$ cat src/rtl/sts_pkg.sv
// ----------------------------------------------------------------------------
// Token scanner package
// Shared types, token codes and lookup functions for the scanner.
// ----------------------------------------------------------------------------
package sts_pkg;

  localparam int CountBits    = 16;
  localparam int KeywordChars = 6;
  localparam int QueueDepth   = 4;
  localparam int QueueAw      = 2;

  typedef logic [CountBits-1:0] count_t;

  typedef enum logic [3:0] {
    M_IDLE, M_COMMENT, M_IDENT, M_NUMINT, M_NUMDOT, M_NUMFRAC, M_MINUS,
    M_BANG, M_EQ, M_LT, M_GT, M_STR, M_ESC
  } mode_t;

  localparam logic [5:0] K_END = 6'd0;
  localparam logic [5:0] K_ERR = 6'd1;
  localparam logic [5:0] K_IDENT = 6'd2;
  localparam logic [5:0] K_NUM = 6'd3;
  localparam logic [5:0] K_STR = 6'd4;
  localparam logic [5:0] K_SCHAR = 6'd5;
  localparam logic [5:0] K_DOT = 6'd16;
  localparam logic [5:0] K_ARROW = 6'd17;
  localparam logic [5:0] K_MINUS = 6'd18;
  localparam logic [5:0] K_NOTEQUAL = 6'd24;
  localparam logic [5:0] K_EQEQUAL = 6'd25;
  localparam logic [5:0] K_EQUAL = 6'd26;
  localparam logic [5:0] K_LESSEQUAL = 6'd27;
  localparam logic [5:0] K_LESS = 6'd28;
  localparam logic [5:0] K_GREATEREQUAL = 6'd29;
  localparam logic [5:0] K_GREATER = 6'd30;
  localparam logic [5:0] K_KW0 = 6'd31;

  localparam logic [1:0] E_NONE = 2'd0;
  localparam logic [1:0] E_UNEXP = 2'd1;
  localparam logic [1:0] E_UNTERM = 2'd2;
  localparam logic [1:0] E_ESCAPE = 2'd3;

  typedef struct packed {
    logic [5:0]  kind;
    logic [1:0]  err;
    logic [15:0] len;
    logic [15:0] line;
    logic [15:0] col;
    logic [7:0]  ch;
    logic        last;
  } tok_t;

  typedef struct packed {
    logic       eoi;
    logic [7:0] c;
  } req_t;

  function automatic logic [15:0] clamp16(input count_t x);
    if (CountBits > 16 && x > count_t'(16'hFFFF)) return 16'hFFFF;
    return 16'(x);
  endfunction

  function automatic count_t sat_inc(input count_t x);
    return (x == '1) ? x : x + count_t'(1);
  endfunction

  function automatic logic [5:0] single_punct(input logic [7:0] c);
    case (c)
      "(": return 6'd6;  ")": return 6'd7;  "{": return 6'd8;
      "}": return 6'd9;  "[": return 6'd10; "]": return 6'd11;
      "?": return 6'd12; ":": return 6'd13; ";": return 6'd14;
      ",": return 6'd15; ".": return 6'd16; "+": return 6'd19;
      "/": return 6'd20; "%": return 6'd21; "*": return 6'd22;
      "^": return 6'd23;
      default: return 6'd0;
    endcase
  endfunction

  function automatic logic [8:0] decode_escape(input logic [7:0] c);
    case (c)
      "\"": return 9'd34;
      "\\": return 9'd92;
      "b": return 9'd8;
      "n": return 9'd10;
      "r": return 9'd13;
      "f": return 9'd12;
      "t": return 9'd9;
      "v": return 9'd11;
      default: return 9'd256;
    endcase
  endfunction

  function automatic logic [5:0] kw_kind(input logic [8*KeywordChars-1:0] p,
                                         input count_t n);
    logic [47:0] w;
    w = 48'(p);
    if (n > count_t'(6)) return K_IDENT;
    case (w)
      48'h646e61:       return (n == 3) ? K_KW0 + 6'd0 : K_IDENT;
      48'h6b61657262:   return (n == 5) ? K_KW0 + 6'd1 : K_IDENT;
      48'h7373616c63:   return (n == 5) ? K_KW0 + 6'd2 : K_IDENT;
      48'h65736c65:     return (n == 4) ? K_KW0 + 6'd3 : K_IDENT;
      48'h65736c6166:   return (n == 5) ? K_KW0 + 6'd4 : K_IDENT;
      48'h6e66:         return (n == 2) ? K_KW0 + 6'd5 : K_IDENT;
      48'h726f66:       return (n == 3) ? K_KW0 + 6'd6 : K_IDENT;
      48'h6669:         return (n == 2) ? K_KW0 + 6'd7 : K_IDENT;
      48'h7478656e:     return (n == 4) ? K_KW0 + 6'd8 : K_IDENT;
      48'h746f6e:       return (n == 3) ? K_KW0 + 6'd9 : K_IDENT;
      48'h6c6c756e:     return (n == 4) ? K_KW0 + 6'd10 : K_IDENT;
      48'h726f:         return (n == 2) ? K_KW0 + 6'd11 : K_IDENT;
      48'h6e7275746572: return (n == 6) ? K_KW0 + 6'd12 : K_IDENT;
      48'h7265707573:   return (n == 5) ? K_KW0 + 6'd13 : K_IDENT;
      48'h686374697773: return (n == 6) ? K_KW0 + 6'd14 : K_IDENT;
      48'h73696874:     return (n == 4) ? K_KW0 + 6'd15 : K_IDENT;
      48'h65757274:     return (n == 4) ? K_KW0 + 6'd16 : K_IDENT;
      48'h726176:       return (n == 3) ? K_KW0 + 6'd17 : K_IDENT;
      48'h6e656877:     return (n == 4) ? K_KW0 + 6'd18 : K_IDENT;
      48'h656c696877:   return (n == 5) ? K_KW0 + 6'd19 : K_IDENT;
      default:          return K_IDENT;
    endcase
  endfunction

endpackage

$ cat src/rtl/sts_front.sv
// ----------------------------------------------------------------------------
// Token scanner front end
// Accepts source requests and places them in a short queue.
// ----------------------------------------------------------------------------
module sts_front import sts_pkg::*; (
  input  logic       clk,
  input  logic       rst,
  input  logic       in_valid,
  output logic       in_stall,
  input  logic [7:0] in_byte,
  input  logic       end_of_input,
  output logic       q_valid,
  input  logic       q_pop,
  output req_t       q_data
);

  req_t mem [QueueDepth];
  logic [QueueAw-1:0] wptr, rptr;
  logic [QueueAw:0] fill;
  logic push;

  assign in_stall = (fill == (QueueAw+1)'(QueueDepth));
  assign push = in_valid && !in_stall;
  assign q_valid = (fill != '0);
  assign q_data = mem[rptr];

  always_ff @(posedge clk) begin
    if (push) begin
      mem[wptr] <= '{eoi: end_of_input, c: in_byte};
    end
  end

  always_ff @(posedge clk) begin
    if (rst) begin
      wptr <= '0;
      rptr <= '0;
      fill <= '0;
    end else begin
      if (push) wptr <= wptr + 1'b1;
      if (q_pop) rptr <= rptr + 1'b1;
      fill <= fill + (QueueAw+1)'(push) - (QueueAw+1)'(q_pop);
    end
  end

  assert property (@(posedge clk) disable iff (rst) q_pop |-> q_valid)
    else $error("pop from empty queue");
  assert property (@(posedge clk) disable iff (rst)
    fill <= (QueueAw+1)'(QueueDepth))
    else $error("queue overflow");
  assert property (@(posedge clk) disable iff (rst)
    (push && !q_pop) |=> fill == $past(fill) + 1'b1)
    else $error("fill count slip");

endmodule

$ cat src/rtl/sts_back.sv
// ----------------------------------------------------------------------------
// Token scanner back end
// Scans a request per cycle unless stalled; buffers and drains up to 3 tokens.
// ----------------------------------------------------------------------------
module sts_back import sts_pkg::*; (
  input  logic        clk,
  input  logic        rst,
  input  logic        q_valid,
  output logic        q_pop,
  input  req_t        q_data,
  output logic        out_valid,
  input  logic        out_stall,
  output tok_t        out_tok
);

  mode_t  mode, mode_next;
  count_t line, line_next, col, col_next, lexlen, lexlen_next, held, held_next;
  logic [8*KeywordChars-1:0] kwp, kwp_next;

  tok_t   res [3];
  logic [1:0] nres;

  tok_t   buf_tok [3];
  logic [1:0] buf_n, buf_i;
  logic   buf_full;

  logic [7:0] c;
  logic alpha, digit, go, flushed, pend;
  logic [5:0] pk;
  logic [7:0] second;
  logic [8:0] d;

  assign c = q_data.c;
  assign alpha = (c >= "a" && c <= "z") || (c >= "A" && c <= "Z") || c == "_";
  assign digit = c >= "0" && c <= "9";

  assign buf_full = (buf_n != 2'd0);
  assign go = q_valid && (!buf_full || (buf_i == buf_n - 2'd1 && !out_stall));
  assign q_pop = go;

  always_comb begin
    tok_t t;
    mode_next = mode; line_next = line; col_next = col;
    lexlen_next = lexlen; kwp_next = kwp; held_next = held;
    nres = 2'd0; res[0] = '0; res[1] = '0; res[2] = '0;
    flushed = 1'b0; pend = 1'b0; pk = '0; second = '0; d = '0;
    t = '0;
    if (q_data.eoi) begin
      flushed = 1'b1;
    end else begin
      case (mode)
        M_COMMENT: begin
          if (c == 8'h0a) pend = 1'b1;
          else col_next = sat_inc(col);
        end
        M_IDENT: begin
          if (alpha || digit) begin
            for (int i = 0; i < KeywordChars; i++)
              if (lexlen == count_t'(i)) kwp_next[8*i +: 8] = c;
            col_next = sat_inc(col); lexlen_next = sat_inc(lexlen);
          end else flushed = 1'b1;
        end
        M_NUMINT: begin
          if (digit) begin
            col_next = sat_inc(col); lexlen_next = sat_inc(lexlen);
          end else if (c == ".") begin
            held_next = col; col_next = sat_inc(col);
            lexlen_next = sat_inc(lexlen); mode_next = M_NUMDOT;
          end else flushed = 1'b1;
        end
        M_NUMDOT, M_NUMFRAC: begin
          if (digit) begin
            col_next = sat_inc(col); lexlen_next = sat_inc(lexlen);
            mode_next = M_NUMFRAC;
          end else flushed = 1'b1;
        end
        M_MINUS, M_BANG, M_EQ, M_LT, M_GT: begin
          case (mode)
            M_MINUS: begin second = ">"; pk = K_ARROW; end
            M_BANG:  begin second = "="; pk = K_NOTEQUAL; end
            M_EQ:    begin second = "="; pk = K_EQEQUAL; end
            M_LT:    begin second = "="; pk = K_LESSEQUAL; end
            default: begin second = "="; pk = K_GREATEREQUAL; end
          endcase
          if (c == second) begin
            col_next = sat_inc(col); lexlen_next = sat_inc(lexlen);
            res[0] = '{kind: pk, err: E_NONE, len: clamp16(lexlen_next),
                       line: clamp16(line), col: clamp16(col_next), ch: 8'd0,
                       last: 1'b0};
            nres = 2'd1; mode_next = M_IDLE;
          end else flushed = 1'b1;
        end
        M_STR: begin
          col_next = sat_inc(col); lexlen_next = sat_inc(lexlen);
          if (c == "\"") begin
            res[0] = '{kind: K_STR, err: E_NONE, len: clamp16(lexlen_next),
                       line: clamp16(line), col: clamp16(col_next), ch: 8'd0,
                       last: 1'b0};
            nres = 2'd1; mode_next = M_IDLE;
          end else if (c == "\\") begin
            mode_next = M_ESC;
          end else begin
            if (c == 8'h0a || c == 8'h0d) begin
              line_next = sat_inc(line); col_next = '0;
            end
            res[0] = '{kind: K_SCHAR, err: E_NONE, len: 16'd1,
                       line: clamp16(line_next), col: clamp16(col_next), ch: c,
                       last: 1'b0};
            nres = 2'd1;
          end
        end
        M_ESC: begin
          col_next = sat_inc(col); lexlen_next = sat_inc(lexlen);
          d = decode_escape(c);
          if (!d[8]) begin
            res[0] = '{kind: K_SCHAR, err: E_NONE, len: 16'd2,
                       line: clamp16(line), col: clamp16(col_next), ch: d[7:0],
                       last: 1'b0};
            mode_next = M_STR;
          end else begin
            res[0] = '{kind: K_ERR, err: E_ESCAPE, len: clamp16(lexlen_next),
                       line: clamp16(line), col: clamp16(col_next), ch: 8'd0,
                       last: 1'b0};
            mode_next = M_IDLE;
          end
          nres = 2'd1;
        end
        default: pend = 1'b1;
      endcase
    end
    if (flushed) begin
      t = '{kind: K_ERR, err: E_NONE, len: clamp16(lexlen), line: clamp16(line),
            col: clamp16(col), ch: 8'd0, last: 1'b0};
      case (mode)
        M_IDENT: t.kind = kw_kind(kwp, lexlen);
        M_NUMINT, M_NUMFRAC: t.kind = K_NUM;
        M_NUMDOT: begin
          res[nres] = '{kind: K_NUM, err: E_NONE, len: clamp16(lexlen - 1'b1),
                        line: clamp16(line), col: clamp16(held), ch: 8'd0,
                        last: 1'b0};
          nres = nres + 2'd1;
          t.kind = K_DOT; t.len = 16'd1;
        end
        M_MINUS: begin t.kind = K_MINUS; t.len = 16'd1; end
        M_BANG: begin t.err = E_UNEXP; t.len = 16'd1; end
        M_EQ: begin t.kind = K_EQUAL; t.len = 16'd1; end
        M_LT: begin t.kind = K_LESS; t.len = 16'd1; end
        M_GT: begin t.kind = K_GREATER; t.len = 16'd1; end
        M_STR: t.err = E_UNTERM;
        M_ESC: t.err = E_ESCAPE;
        default: t.kind = K_END;
      endcase
      if (mode != M_IDLE && mode != M_COMMENT) begin
        res[nres] = t; nres = nres + 2'd1;
      end
      mode_next = M_IDLE;
      if (q_data.eoi) begin
        lexlen_next = '0; kwp_next = '0;
        res[nres] = '{kind: K_END, err: E_NONE, len: 16'd0, line: clamp16(line),
                      col: clamp16(col), ch: 8'd0, last: 1'b0};
        nres = nres + 2'd1;
      end else pend = 1'b1;
    end
    if (pend) begin
      mode_next = M_IDLE; lexlen_next = '0; kwp_next = '0;
      if (c == 8'h0a) begin
        line_next = sat_inc(line); col_next = '0;
      end else begin
        col_next = sat_inc(col);
        if (!(c == " " || c == 8'h09 || c == 8'h0d)) begin
          lexlen_next = count_t'(1);
          if (c == "#") mode_next = M_COMMENT;
          else if (alpha) begin
            kwp_next = '0; kwp_next[7:0] = c; mode_next = M_IDENT;
          end
          else if (digit) mode_next = M_NUMINT;
          else if (c == "\"") mode_next = M_STR;
          else if (c == "-") mode_next = M_MINUS;
          else if (c == "!") mode_next = M_BANG;
          else if (c == "=") mode_next = M_EQ;
          else if (c == "<") mode_next = M_LT;
          else if (c == ">") mode_next = M_GT;
          else begin
            res[nres] = '{kind: (single_punct(c) != 0) ? single_punct(c) : K_ERR,
                          err: (single_punct(c) != 0) ? E_NONE : E_UNEXP,
                          len: 16'd1, line: clamp16(line), col: clamp16(col_next),
                          ch: 8'd0, last: 1'b0};
            nres = nres + 2'd1;
          end
        end
      end
    end
    if (nres != 0) res[nres - 2'd1].last = 1'b1;
  end

  assign out_valid = buf_full;
  assign out_tok = buf_tok[buf_i];

  always_ff @(posedge clk) begin
    if (go) begin
      buf_tok[0] <= res[0];
      buf_tok[1] <= res[1];
      buf_tok[2] <= res[2];
    end
  end

  always_ff @(posedge clk) begin
    if (rst) begin
      mode <= M_IDLE; line <= count_t'(1); col <= '0; lexlen <= '0;
      kwp <= '0; held <= '0; buf_n <= '0; buf_i <= '0;
    end else begin
      if (go) begin
        mode <= mode_next; line <= line_next; col <= col_next;
        lexlen <= lexlen_next; kwp <= kwp_next; held <= held_next;
        buf_n <= nres; buf_i <= '0;
      end else if (buf_full && !out_stall) begin
        if (buf_i == buf_n - 2'd1) buf_n <= '0;
        else buf_i <= buf_i + 2'd1;
      end
    end
  end

  assert property (@(posedge clk) disable iff (rst) out_valid |-> buf_i < buf_n)
    else $error("drain index past count");
  assert property (@(posedge clk) disable iff (rst)
    (out_valid && !out_stall && out_tok.last) |-> buf_i == buf_n - 2'd1)
    else $error("last flag misplaced");
  assert property (@(posedge clk) disable iff (rst) line != '0)
    else $error("line count zero");

endmodule

$ cat src/rtl/script_token_scanner_core.sv
// ----------------------------------------------------------------------------
// Script token scanner
// Byte stream in, token stream out.
// ----------------------------------------------------------------------------
// Input channel: in_valid/in_stall carry one request, a source byte or an
// end-of-input marker. Output channel: out_valid/out_stall carry one token.
// A request gives zero to three tokens; last_of_run marks the final one.
// The front end queues up to four requests; the back end scans one request
// per cycle when its three-entry token buffer is free or about to be.
// A request is registered in the queue, then its tokens in the token buffer.
// Throughput is one request per cycle while each gives at most one token
// and out_stall is low; a request with n tokens drains them one by one.
// Reset (synchronous, active high) empties the queue and buffer and sets
// line 1, column 0, scanner idle. When the receiver stalls, the token shown
// holds, the buffer stays full, and the queue fills and stalls the sender.
// ----------------------------------------------------------------------------
module script_token_scanner_core import sts_pkg::*; (
  input  logic        clk,
  input  logic        rst,
  input  logic        in_valid,
  output logic        in_stall,
  input  logic [7:0]  in_byte,
  input  logic        end_of_input,
  output logic        out_valid,
  input  logic        out_stall,
  output logic [5:0]  token_kind,
  output logic [1:0]  error_code,
  output logic [15:0] token_length,
  output logic [15:0] token_line,
  output logic [15:0] token_column,
  output logic [7:0]  string_char,
  output logic        last_of_run
);

  logic q_valid, q_pop;
  req_t q_data;
  tok_t tok;

  sts_front u_front (
    .clk, .rst, .in_valid, .in_stall, .in_byte, .end_of_input,
    .q_valid, .q_pop, .q_data
  );

  sts_back u_back (
    .clk, .rst, .q_valid, .q_pop, .q_data, .out_valid, .out_stall,
    .out_tok(tok)
  );

  assign token_kind = tok.kind;
  assign error_code = tok.err;
  assign token_length = tok.len;
  assign token_line = tok.line;
  assign token_column = tok.col;
  assign string_char = tok.ch;
  assign last_of_run = tok.last;

endmodule
$ cat config.mk
export PLATFORM = sky130hd
export DESIGN_NAME = script_token_scanner_core
export DESIGN_NICKNAME = d
export VERILOG_FILES = /design/src/rtl/sts_pkg.sv /design/src/rtl/sts_front.sv /design/src/rtl/sts_back.sv /design/src/rtl/script_token_scanner_core.sv
export SDC_FILE = /design/constraint.sdc
export NUM_CORES = 1
export LEC_CHECK = 0
export BUFFER_PORTS_ARGS = -buffer_cell sky130_fd_sc_hd__buf_2
export CELL_PAD_IN_SITES_DETAIL_PLACEMENT = 1
export CELL_PAD_IN_SITES_GLOBAL_PLACEMENT = 1
export CORE_ASPECT_RATIO = 1.4
export CORE_MARGIN = 2
export CORE_UTILIZATION = 42
export DETAILED_ROUTE_END_ITERATION = 10
export PLACE_DENSITY = 0.71
export SETUP_SLACK_MARGIN = 0.1
export SYNTH_ARGS = -nofsm -noshare
export SYNTH_HDL_FRONTEND = slang
export SYNTH_SLANG_ARGS = --single-unit
export TNS_END_PERCENT = 5
$ cat constraint.sdc
create_clock -name clk -period 10.74 [get_ports clk]
set_input_delay 1.074 -clock clk [delete_from_list [all_inputs] [get_ports clk]]
set_output_delay 1.074 -clock clk [all_outputs]
set_load 0.02 [all_outputs]
==> impl_metrics.yaml, run 1 <==
route:
  vias_after_detailed_routing: 18500
  initialDrtViolationCount: 975
  viasPerCell: 6.33
  detail-route-antenna-nets: 0
  dr_pass1_iterations: 5
  postRouteWirelength_um: 76800
  post-route-drc-count: 0
  route.detailed.wl_per_inst_um: 26.3
floorplan:
  die_outline_area_um2: 51400
  die_height_um: 267
  ios: 80
  rows: 96
  core-area_um2: 49000
  die_width_um: 192
  floorplan.initialDensity_pct: 42.5
clock_tree:
  clock_sinks: 346
  number_of_buffers_inserted_during_clock_tree_synthesis: 37
  post-cts-setup-buffer-count: 0
  cts_tree: "done"
  root_buffer: "clkbuf_16"
  cts.reportedPaths.clkPinSlew_ns: 0.06
  ctsLongestPathBuffers: 3
  hold_buffers: 0
  clkLatencyLatePin_ns: 0.55
  post_cts_resized: 0
  cts_htree_levels: 2
global_routing:
  grt_start_max_net_pins: 114
  via_count_of_the_first_global_routing_pass: 19200
  grt_overflow: 0
  grt_pass1_wl_um: 116000
  antenna_violations_before_repair: 0
  grt.total_usage_pct: 29.8
place:
  port_buffers: 79
  dpl_worst_slack_ns: 3.26
  dp.final_hpwl_um: 57200
  place_area_um2: 21500
  final_replace_weighted_congestion: 0.938
sta:
  worst_slack_ns: 3.25
  relSlewSlack_pct: 10.3
  rsz0062_at_grt: "false"
  tns_ns: 0
  timing.final.max_slew_violations: 0
  whs_ns: 0.490
  setup_clock_skew_after_layout_ns: 0.0201
  final-setup-viol-count: 0
  achievable-frequency_mhz: 133
  final.period_utilization_pct: 69.8
  finalHoldViolations: 0
  final.min_clock_period_ns: 7.49
  tightest_slew_ns: 1.34
power_and_ir_drop:
  clock_network_power_share_pct: 22.4
  power-per-cell-area_nw_per_um2: 256
  vdd_ir_drop_max_mv: 0.191
  swShare_pct: 43.3
  p_leak_uw: 0.00792
  power_frac_seq_pct: 36.0
  p_sw_uw: 2530
  combinationalPowerShare_pct: 41.6
  internal_power_uw: 3310
layout:
  layout.cells.most_common_list: "edfxtp_1 (215), nand2_1 (210), o21ai_0 (165), nor2_1 (163), a21oi_1 (139)"
  synthToLayoutAreaGrowth_pct: 9.41
  layout.core_utilization_pct: 46.5
  final_nets: 2287
  layout-drive-gt1-share_pct: 10.7
  layout_commonest_cell: "edfxtp_1"
  finish.instance_area_um2: 22800
yosys:
  synth.net_count: 2311
  async_flop_share_pct: 0
  synthDistinctLibCells: 106
  yosysSeqAreaShare_pct: 43.6
  synthesis.area_um2: 20800
  count_of_flip_flops_with_a_built_in_enable_after_synthesis: 215
  postSynthRegisterBits: 346
  post_synth.cell_area_avg_um2: 9.15
  yosys_warnings: 0
  synthesized_instance_count: 2274
  synth_ff_type: "edfxtp_1"
worst_hold_path:
  hold_class: "flip-flop to flip-flop"
setup_path:
  critical_path.startpoint_type: "flip-flop"
  worst-endpoint-arrival_ns: 7.79
  timing.critical_path.required_ns: 11.04
  worst-path-max-fanout: 25
  setup.worst_path.class: "flip-flop to flip-flop"
  critPathCaptureType: "flip-flop"
run:
  cap_violations: 0
status:
  run_status: "finished clean"
## logic make-up (layout without fill, tap and decap cells)
kind of cell,Yosys count,in the layout,synth area share [%]
AND/OR/NAND/NOR,949,949,24.6
AO/OA/AOI/OAI,616,616,19.5
flip-flops,346,346,43.6
buffers and inverters,208,213,4.17
multiplexers,97,97,5.18
XOR/XNOR,34,34,1.43
adder cells (fa/ha/maj),24,24,1.48
other,0,1,0
## worst max-delay path, stage by stage (launching register included)
cell and delay, ns:
dfxtp_1 0.84, mux4_2 0.78, nand4bb_1 0.35, nor4_2 0.52, nor2_1 0.19, nor3_1 0.31, nor2_1 0.21, inv_1 0.24
ha_1 0.22, and2_1 0.72, nor2_1 0.17, ha_1 0.35, nand2_1 0.07, o211ai_1 0.18, ha_1 0.29, nand3_1 0.06
or3_1 0.11, a21oi_2 0.04, buf_4 0.23, a21oi_2 0.77, o22ai_1 0.21, a211o_1 0.34
## Yosys cell counts, types with 21 or more instances
master	n	area (µm²)
clkbuf_1	128	480
or3_1	22	138
and3_1	42	263
inv_1	32	120
edfxtp_1	215	6460
o21ai_0	165	826
nor4_1	35	219
and2_1	67	419
nand2_1	210	788
nand2b_1	23	144
nand3_1	95	475
buf_2	23	115
a31oi_1	21	131
a21o_1	32	240
a21oi_1	139	696
nor3_1	60	300
o22ai_1	26	163
dfxtp_1	131	2620
nand4_1	54	338
mux2i_1	83	831
ha_1	23	288
nor2b_1	57	357
a22o_1	52	455
nor2_1	163	612
## routing by layer
| layer | vias up | global-route usage [%] | share of wire, % |
|---|---|---|---|
| met4 | 0 | 17.1 | 6.0 |
| li1 | 8499 | - | - |
| met2 | 507 | 55.4 | 53 |
| met3 | 197 | 2.88 | 3.5 |
| met5 | - | 0 | 0 |
| met1 | 9270 | 32.6 | 38 |
## worst paths after layout
check / start / endpoint / slack (ns) / cells after the start
max: flip-flop / u_back.buf_tok[0][9]$_DFFE_PP_ / 3.25 / 21
min: u_back.kwp[15]$_SDFFE_PP0P_ / u_back.kwp[15]$_SDFFE_PP0P_ / 0.49 / 1
max reg2reg: flip-flop / u_back.buf_tok[0][9]$_DFFE_PP_ / 3.25 / 21
min reg2reg: u_back.kwp[15]$_SDFFE_PP0P_ / u_back.kwp[15]$_SDFFE_PP0P_ / 0.49 / 1
## power groups by stage
stage / sequential [µW] / combinational [µW] / clock (µW)
final: 2100 / 2430 / 1310
after global routing: 2150 / 2630 / 1370
after CTS: 2110 / 2430 / 1330
after detailed placement: 2140 / 2410 / 0
after global placement: 2110 / 2360 / 0
after floorplan: 2120 / 1700 / 0
## registers in the layout, summed over array words and instances, names as in the netlist, named ones only
signal and count:
u_back.buf_tok 179, u_back.kwp 48, u_front.mem 36, u_back.col 16, u_back.held 16, u_back.lexlen 16
u_back.line 16, u_back.mode 4, u_front.fill 3, u_back.buf_i 2, u_back.buf_n 2, u_front.rptr 2
u_front.wptr 2
## layout make-up
| class | count | area (µm²) |
|---|---|---|
| antenna | 1 | 2.50 |
| clock buffer | 51 | 1040 |
| clock inverter | 17 | 179 |
| fill | 5659 | 26200 |
| inverter | 32 | 128 |
| multi-input combinational | 1720 | 10900 |
| sequential | 346 | 9090 |
| tap | 637 | 797 |
| timing repair buffer | 113 | 651 |
## through the flow
step / power (µW) / instances
after global routing: 6140 / 2916
after global placement: 4470 / 2848
final: 5840 / 2917
after floorplan: 3820 / 2274
after CTS: 5860 / 2916
after detailed placement: 4550 / 2848
Note: power is estimated with default switching activity, not from simulation.
==> run 2: changes to the inputs <==
--- a/config.mk
+++ b/config.mk
@@ -12,7 +12,7 @@
 export CORE_MARGIN = 2
 export CORE_UTILIZATION = 42
 export DETAILED_ROUTE_END_ITERATION = 10
-export PLACE_DENSITY = 0.71
+export PLACE_DENSITY = 0.74
 export SETUP_SLACK_MARGIN = 0.1
 export SYNTH_ARGS = -nofsm -noshare
 export SYNTH_HDL_FRONTEND = slang
==> constraint.sdc (replaced) <==
create_clock -name clk -period 6.6 [get_ports clk]
set_input_delay 0.66 -clock clk [delete_from_list [all_inputs] [get_ports clk]]
set_output_delay 0.66 -clock clk [all_outputs]
set_load 0.02 [all_outputs]
==> run 2 against run 1 <==
- clock skew up 0.0027 ns
- sequential power up 63%
- non-clock buffer count up 10
- final cell count up 0.27%
- wire length down 0.89%
- first-iteration DRC count up 39%
- clock power up 60%
- critical endpoint unchanged
==> impl_metrics.yaml, run 2 (same netlist as run 1, synthesis figures left out) <==
floorplan:
  core-area_um2: 49000
  rows: 96
  floorplan.initialDensity_pct: 42.5
  die_height_um: 267
  die_width_um: 192
  ios: 80
  die_outline_area_um2: 51400
sta:
  rsz0062_at_grt: "false"
  finalHoldViolations: 0
  final-setup-viol-count: 0
  final.period_utilization_pct: 92.6
  final.min_clock_period_ns: 6.11
  relSlewSlack_pct: 18.2
  tns_ns: 0
  setup_clock_skew_after_layout_ns: 0.0229
  achievable-frequency_mhz: 164
  tightest_slew_ns: 1.22
  timing.final.max_slew_violations: 0
setup_path:
  critical_path.startpoint_type: "flip-flop"
  cpMaxStageDelayCell: "mux4_2"
  cp_cell_sequence: "buf_4 > mux4_2 > nand4bb_1 > nor4_4 > nor2_1 > nor3_1 > nor2_1 > ha_1 > xnor2_2 > inv_1 > ha_1 > nand2_1 > o211ai_1 > ha_1 > nand3_1 > or3_1 > a21oi_2 > or2_1 > buf_4 > o22ai_1 > a211o_1"
  r2r-end: "u_back.buf_tok[0][9]$_DFFE_PP_"
  timing.critical_path.mode_cell: "ha_1"
  timing.critical_path.required_ns: 6.89
  setup.worst_path.class: "flip-flop to flip-flop"
  setup.reg_to_reg.worst_slack_ns: 0.49
  critPathCaptureType: "flip-flop"
  worst-r2r-cell-count: 21
  worst-path-max-fanout: 18
  worst-endpoint-arrival_ns: 6.40
  worst_path_largest_cell_delay_ns: 0.63
clock_tree:
  post_cts_resized: 0
  root_buffer: "clkbuf_16"
  number_of_buffers_inserted_during_clock_tree_synthesis: 37
  post-cts-setup-buffer-count: 0
  cts_htree_levels: 2
  hold_buffers: 0
  clock_sinks: 346
  cts_tree: "done"
  ctsLongestPathBuffers: 3
  cts.reportedPaths.clkPinSlew_ns: 0.06
  clkLatencyLatePin_ns: 0.55
place:
  port_buffers: 79
  dp.final_hpwl_um: 56100
  cell_count_after_placement: 2857
  final_replace_weighted_congestion: 0.982
run:
  cap_violations: 0
status:
  run_status: "finished clean"
power_and_ir_drop:
  vdd_ir_drop_max_mv: 0.383
  p_leak_uw: 0.00796
  power-per-cell-area_nw_per_um2: 421
layout:
  final_nets: 2297
  layout-drive-gt1-share_pct: 11.0
  n_fill_cell: 5642
  layout_commonest_cell: "edfxtp_1"
  count_of_non_filler_cells_in_the_finished_layout: 2925
  antennaDiodeCount: 0
  largest_register_ffs: 179
  top_registers: "u_back.buf_tok: 179 flops, u_back.kwp: 48 flops, u_front.mem: 36 flops"
  layout.cells.most_common_list: "edfxtp_1 (215), nand2_1 (210), o21ai_0 (165), nor2_1 (163), a21oi_1 (139)"
  synthToLayoutAreaGrowth_pct: 9.79
  registers.top_by_ff_count: "u_back.buf_tok"
worst_hold_path:
  hold_class: "input pin to flip-flop"
  worst_hold_path.num_cells: 1
  hold_start: "in_byte[5]"
  hold-path-endpoint: "u_front.mem[1][5]$_DFFE_PP_"
route:
  vias_after_detailed_routing: 18800
  detail-route-antenna-nets: 0
  initialDrtViolationCount: 1358
  route.detailed.wl_per_inst_um: 26.0
  postRouteWirelength_um: 76100
  viasPerCell: 6.42
  post-route-drc-count: 0
  dr_pass1_iterations: 5
global_routing:
  antenna_violations_before_repair: 1
  grt_pass1_wl_um: 116000
  via_count_of_the_first_global_routing_pass: 19400
  grt_overflow: 0
  grt.total_usage_pct: 29.4
  grt_start_max_net_pins: 79
run 2: cell types whose count changed in the layout (fill, tap and decap cells not counted), sizes merged:
cell	before	now
buf	113	122
clkbuf	51	55
clkinv	10	6
clkinvlp	0	1
diode	1	0
inv	37	36
run 2: worst max path at each step:
stage | startpoint | end | slack, ns | depth (start not counted)
finish | flip-flop | u_back.buf_tok[0][9]$_DFFE_PP_ | 0.49 | 21
global route | flip-flop | u_back.buf_tok[0][9]$_DFFE_PP_ | 0.16 | 21
global placement | flip-flop | u_back.buf_tok[0][9]$_DFFE_PP_ | 0.69 | 21
floorplan | u_back.buf_n[0]$_SDFFE_PP0P_ | u_front.fill[2]$_SDFF_PP0_ | 1.11 | 15
CTS | flip-flop | u_back.buf_tok[0][9]$_DFFE_PP_ | 0.42 | 21
detailed placement | flip-flop | u_back.buf_tok[0][9]$_DFFE_PP_ | 0.44 | 21
run 2: layer usage:
metal | up-vias | global-route usage [%] | wire, µm
met4 | 2 | 16.6 | 4550
met1 | 9436 | 33.2 | 29200
met5 | - | 0 | 13
met2 | 625 | 53.7 | 39500
met3 | 216 | 2.82 | 2900
li1 | 8503 | - | -
run 2: worst max-delay path: cells and delay by family, from the launching register on:
kind                       cells  cell delay [ns]
DFF                            1             0.47
xor gates and xnor gates       1             0.27
and+or+nand+nor                9             2.11
AOI/OAI and AO/OA              4             0.84
adders and majority gates      3             0.93
muxes                          1             0.63
buffers and inverters          3             0.61
run 2: power breakdown:
| group | switching, µW | leakage (µW) | internal (µW) |
|---|---|---|---|
| clock network | 890 | 0.000588 | 1200 |
| registers | 282 | 0.00321 | 3140 |
| logic | 2990 | 0.00416 | 1090 |
| total | 4160 | 0.00796 | 5440 |
run 2: cell type report:
type / count / area [µm²] / share of cell area, %
Clock inverter: 13 / 156 / 0.685
Clock buffer: 54 / 1050 / 4.61
Multi-Input combinational cell: 1720 / 10900 / 47.7
Sequential cell: 346 / 9090 / 39.8
Inverter: 32 / 128 / 0.559
Tap cell: 637 / 797 / 3.49
Timing Repair Buffer: 123 / 726 / 3.18
run 2: through the flow:
| stage | utilization (%) | area [µm²] | hold WS, ns | total power (µW) | worst slack (ns) |
|---|---|---|---|---|---|
| 6_report | 46.6 | 22800 | 0.332 | 9610 | 0.489 |
| 3_3_place_gp | 44.1 | 21600 | 0.453 | 7360 | 0.686 |
| 4_1_cts | 46.6 | 22800 | 0.315 | 9610 | 0.422 |
| 3_5_place_dp | 44.1 | 21600 | 0.470 | 7510 | 0.440 |
| 5_1_grt | 46.6 | 22800 | 0.327 | 10100 | 0.160 |
| 2_1_floorplan | - | 20800 | 0.438 | 6130 | 1.11 |
==> run 3: changes to the inputs <==
--- a/config.mk
+++ b/config.mk
@@ -10,9 +10,9 @@
 export CELL_PAD_IN_SITES_GLOBAL_PLACEMENT = 1
 export CORE_ASPECT_RATIO = 1.4
 export CORE_MARGIN = 2
-export CORE_UTILIZATION = 42
+export CORE_UTILIZATION = 44
 export DETAILED_ROUTE_END_ITERATION = 10
-export PLACE_DENSITY = 0.74
+export PLACE_DENSITY = 0.77
 export SETUP_SLACK_MARGIN = 0.1
 export SYNTH_ARGS = -nofsm -noshare
 export SYNTH_HDL_FRONTEND = slang
==> run 3 against run 2 <==
- global-route usage up 0.32 points
- final cell count down 0.68%
- combinational power shrank 2%
- largest power group unchanged
- highest routed layer is now met4
==> impl_metrics.yaml, run 3 (same netlist as run 1, synthesis figures left out) <==
setup_path:
  critPathCaptureType: "flip-flop"
  cpMaxStageDelayCell: "mux4_2"
  cp_cell_sequence: "buf_4 > mux4_2 > nand4bb_1 > nor4_4 > nor2_1 > nor3_1 > nor2_1 > inv_1 > ha_1 > and2_1 > nor2_1 > ha_1 > nand2_1 > o211ai_1 > ha_1 > nand3_1 > or3_1 > a21oi_2 > buf_4 > a21oi_2 > buf_4 > o22ai_1 > a211o_1"
  setup.reg_to_reg.worst_slack_ns: 0.54
  setup.worst_path.class: "flip-flop to flip-flop"
  critical_path.startpoint_type: "flip-flop"
  timing.critical_path.required_ns: 6.90
  worst-path-max-fanout: 21
  worst-r2r-cell-count: 23
  r2r-end: "u_back.buf_tok[0][9]$_DFFE_PP_"
  worst-endpoint-arrival_ns: 6.35
  worst_path_largest_cell_delay_ns: 0.75
route:
  dr_pass1_iterations: 7
  vias_after_detailed_routing: 18600
  viasPerCell: 6.40
  post-route-drc-count: 0
  route.detailed.wl_per_inst_um: 25.5
  detail-route-antenna-nets: 0
  initialDrtViolationCount: 1258
  postRouteWirelength_um: 74000
layout:
  layout.cells.most_common_list: "edfxtp_1 (215), nand2_1 (210), o21ai_0 (165), nor2_1 (163), a21oi_1 (139)"
  layout_commonest_cell: "edfxtp_1"
  registers.top_by_ff_count: "u_back.buf_tok"
  top_registers: "u_back.buf_tok: 179 flops, u_back.kwp: 48 flops, u_front.mem: 36 flops"
  layout-drive-gt1-share_pct: 10.8
  largest_register_ffs: 179
  synthToLayoutAreaGrowth_pct: 9.00
  count_of_non_filler_cells_in_the_finished_layout: 2905
  final_nets: 2290
clock_tree:
  ctsLongestPathBuffers: 3
  number_of_buffers_inserted_during_clock_tree_synthesis: 36
  clkLatencyLatePin_ns: 0.55
  post-cts-setup-buffer-count: 0
  hold_buffers: 0
  cts_tree: "done"
  clock_sinks: 346
  cts.reportedPaths.clkPinSlew_ns: 0.07
  post_cts_resized: 0
  cts_htree_levels: 2
  root_buffer: "clkbuf_16"
global_routing:
  antenna_violations_before_repair: 0
  grt_overflow: 0
  grt_pass1_wl_um: 114000
  grt_start_max_net_pins: 89
  grt.total_usage_pct: 29.8
  via_count_of_the_first_global_routing_pass: 19500
run:
  cap_violations: 0
floorplan:
  die_height_um: 261
  floorplan.initialDensity_pct: 44.5
  ios: 80
  core-area_um2: 46800
  rows: 94
  die_width_um: 188
  die_outline_area_um2: 49100
sta:
  rsz0062_at_grt: "false"
  finalHoldViolations: 0
  final-setup-viol-count: 0
  setup_clock_skew_after_layout_ns: 0.0210
  relSlewSlack_pct: 8.41
  achievable-frequency_mhz: 165
  tightest_slew_ns: 1.36
  final.min_clock_period_ns: 6.06
  final.period_utilization_pct: 91.8
  tns_ns: 0
  timing.final.max_slew_violations: 0
worst_hold_path:
  worst_hold_path.num_cells: 1
  hold_start: "in_byte[4]"
  hold-path-endpoint: "u_front.mem[0][4]$_DFFE_PP_"
  hold_class: "input pin to flip-flop"
power_and_ir_drop:
  p_leak_uw: 0.00788
  power-per-cell-area_nw_per_um2: 416
  vdd_ir_drop_max_mv: 0.277
place:
  dp.final_hpwl_um: 54700
  cell_count_after_placement: 2839
  port_buffers: 79
  final_replace_weighted_congestion: 1.00
status:
  run_status: "finished clean"
[run 3: cell count changes in the layout (fill, tap and decap cells not counted), moves of 2 or more]
cell / before / now
clkbuf_8: 2 / 5
clkinv_4: 0 / 3
bufinv_16: 2 / 0
clkbuf_16: 39 / 36
buf_4: 43 / 38
clkbuf_1: 13 / 10
[run 3: report_power, final]
part	leakage [µW]	internal [µW]	switching (µW)
sequential	0.00321	3150	303
combinational	0.00413	1080	2950
clock	0.000539	1080	875
[run 3: metrics by stage]
step	total power (µW)	setup slack (ns)	cell area, µm²	hold slack [ns]	utilization [%]
floorplan	6130	1.11	20800	0.438	-
global placement	7330	0.781	21600	0.452	46.1
detailed placement	7470	0.582	21600	0.466	46.1
CTS	9450	0.570	22700	0.319	48.4
global route	9900	0.124	22700	0.341	48.4
finish	9420	0.543	22700	0.336	48.5
[run 3: critical path, delay by kind of cell (launching register included)]
family | cells | cell delay [ns]
and+or+nand+nor | 10 | 1.83
buffers and inverters | 4 | 1.06
adders and majority gates | 3 | 0.87
AOI/OAI and AO/OA | 5 | 0.77
muxes | 1 | 0.75
DFF | 1 | 0.52
[run 3: how the worst max path moves through the flow]
stage	endpoint	depth (start not counted)	slack (ns)	startpoint
finish	u_back.buf_tok[0][9]$_DFFE_PP_	23	0.54	flip-flop
global route	u_back.buf_tok[0][9]$_DFFE_PP_	23	0.12	flip-flop
CTS	u_back.buf_tok[0][9]$_DFFE_PP_	22	0.57	flip-flop
detailed placement	u_back.buf_tok[0][9]$_DFFE_PP_	22	0.58	flip-flop
global placement	u_back.buf_tok[0][9]$_DFFE_PP_	23	0.78	flip-flop
floorplan	u_front.fill[2]$_SDFF_PP0_	15	1.11	u_back.buf_n[0]$_SDFFE_PP0P_
[run 3: cell type report]
| cell class | instances | area (µm²) |
|---|---|---|
| Fill cell | 5425 | 24100 |
| Multi-Input combinational cell | 1720 | 10900 |
| Sequential cell | 346 | 9090 |
| Clock buffer | 51 | 1010 |
| Tap cell | 624 | 781 |
| Timing Repair Buffer | 117 | 681 |
| Inverter | 32 | 128 |
| Clock inverter | 14 | 106 |
| Antenna cell | 1 | 2.50 |
[run 3: per-layer routing]
layer  routed length [µm]  up-vias  track usage [%]
li1                     -     8494                -
met1                27800     9312             33.1
met2                38800      559             55.2
met3                 2960      219             3.15
met4                 4350        0             17.4
met5                    0        -                0
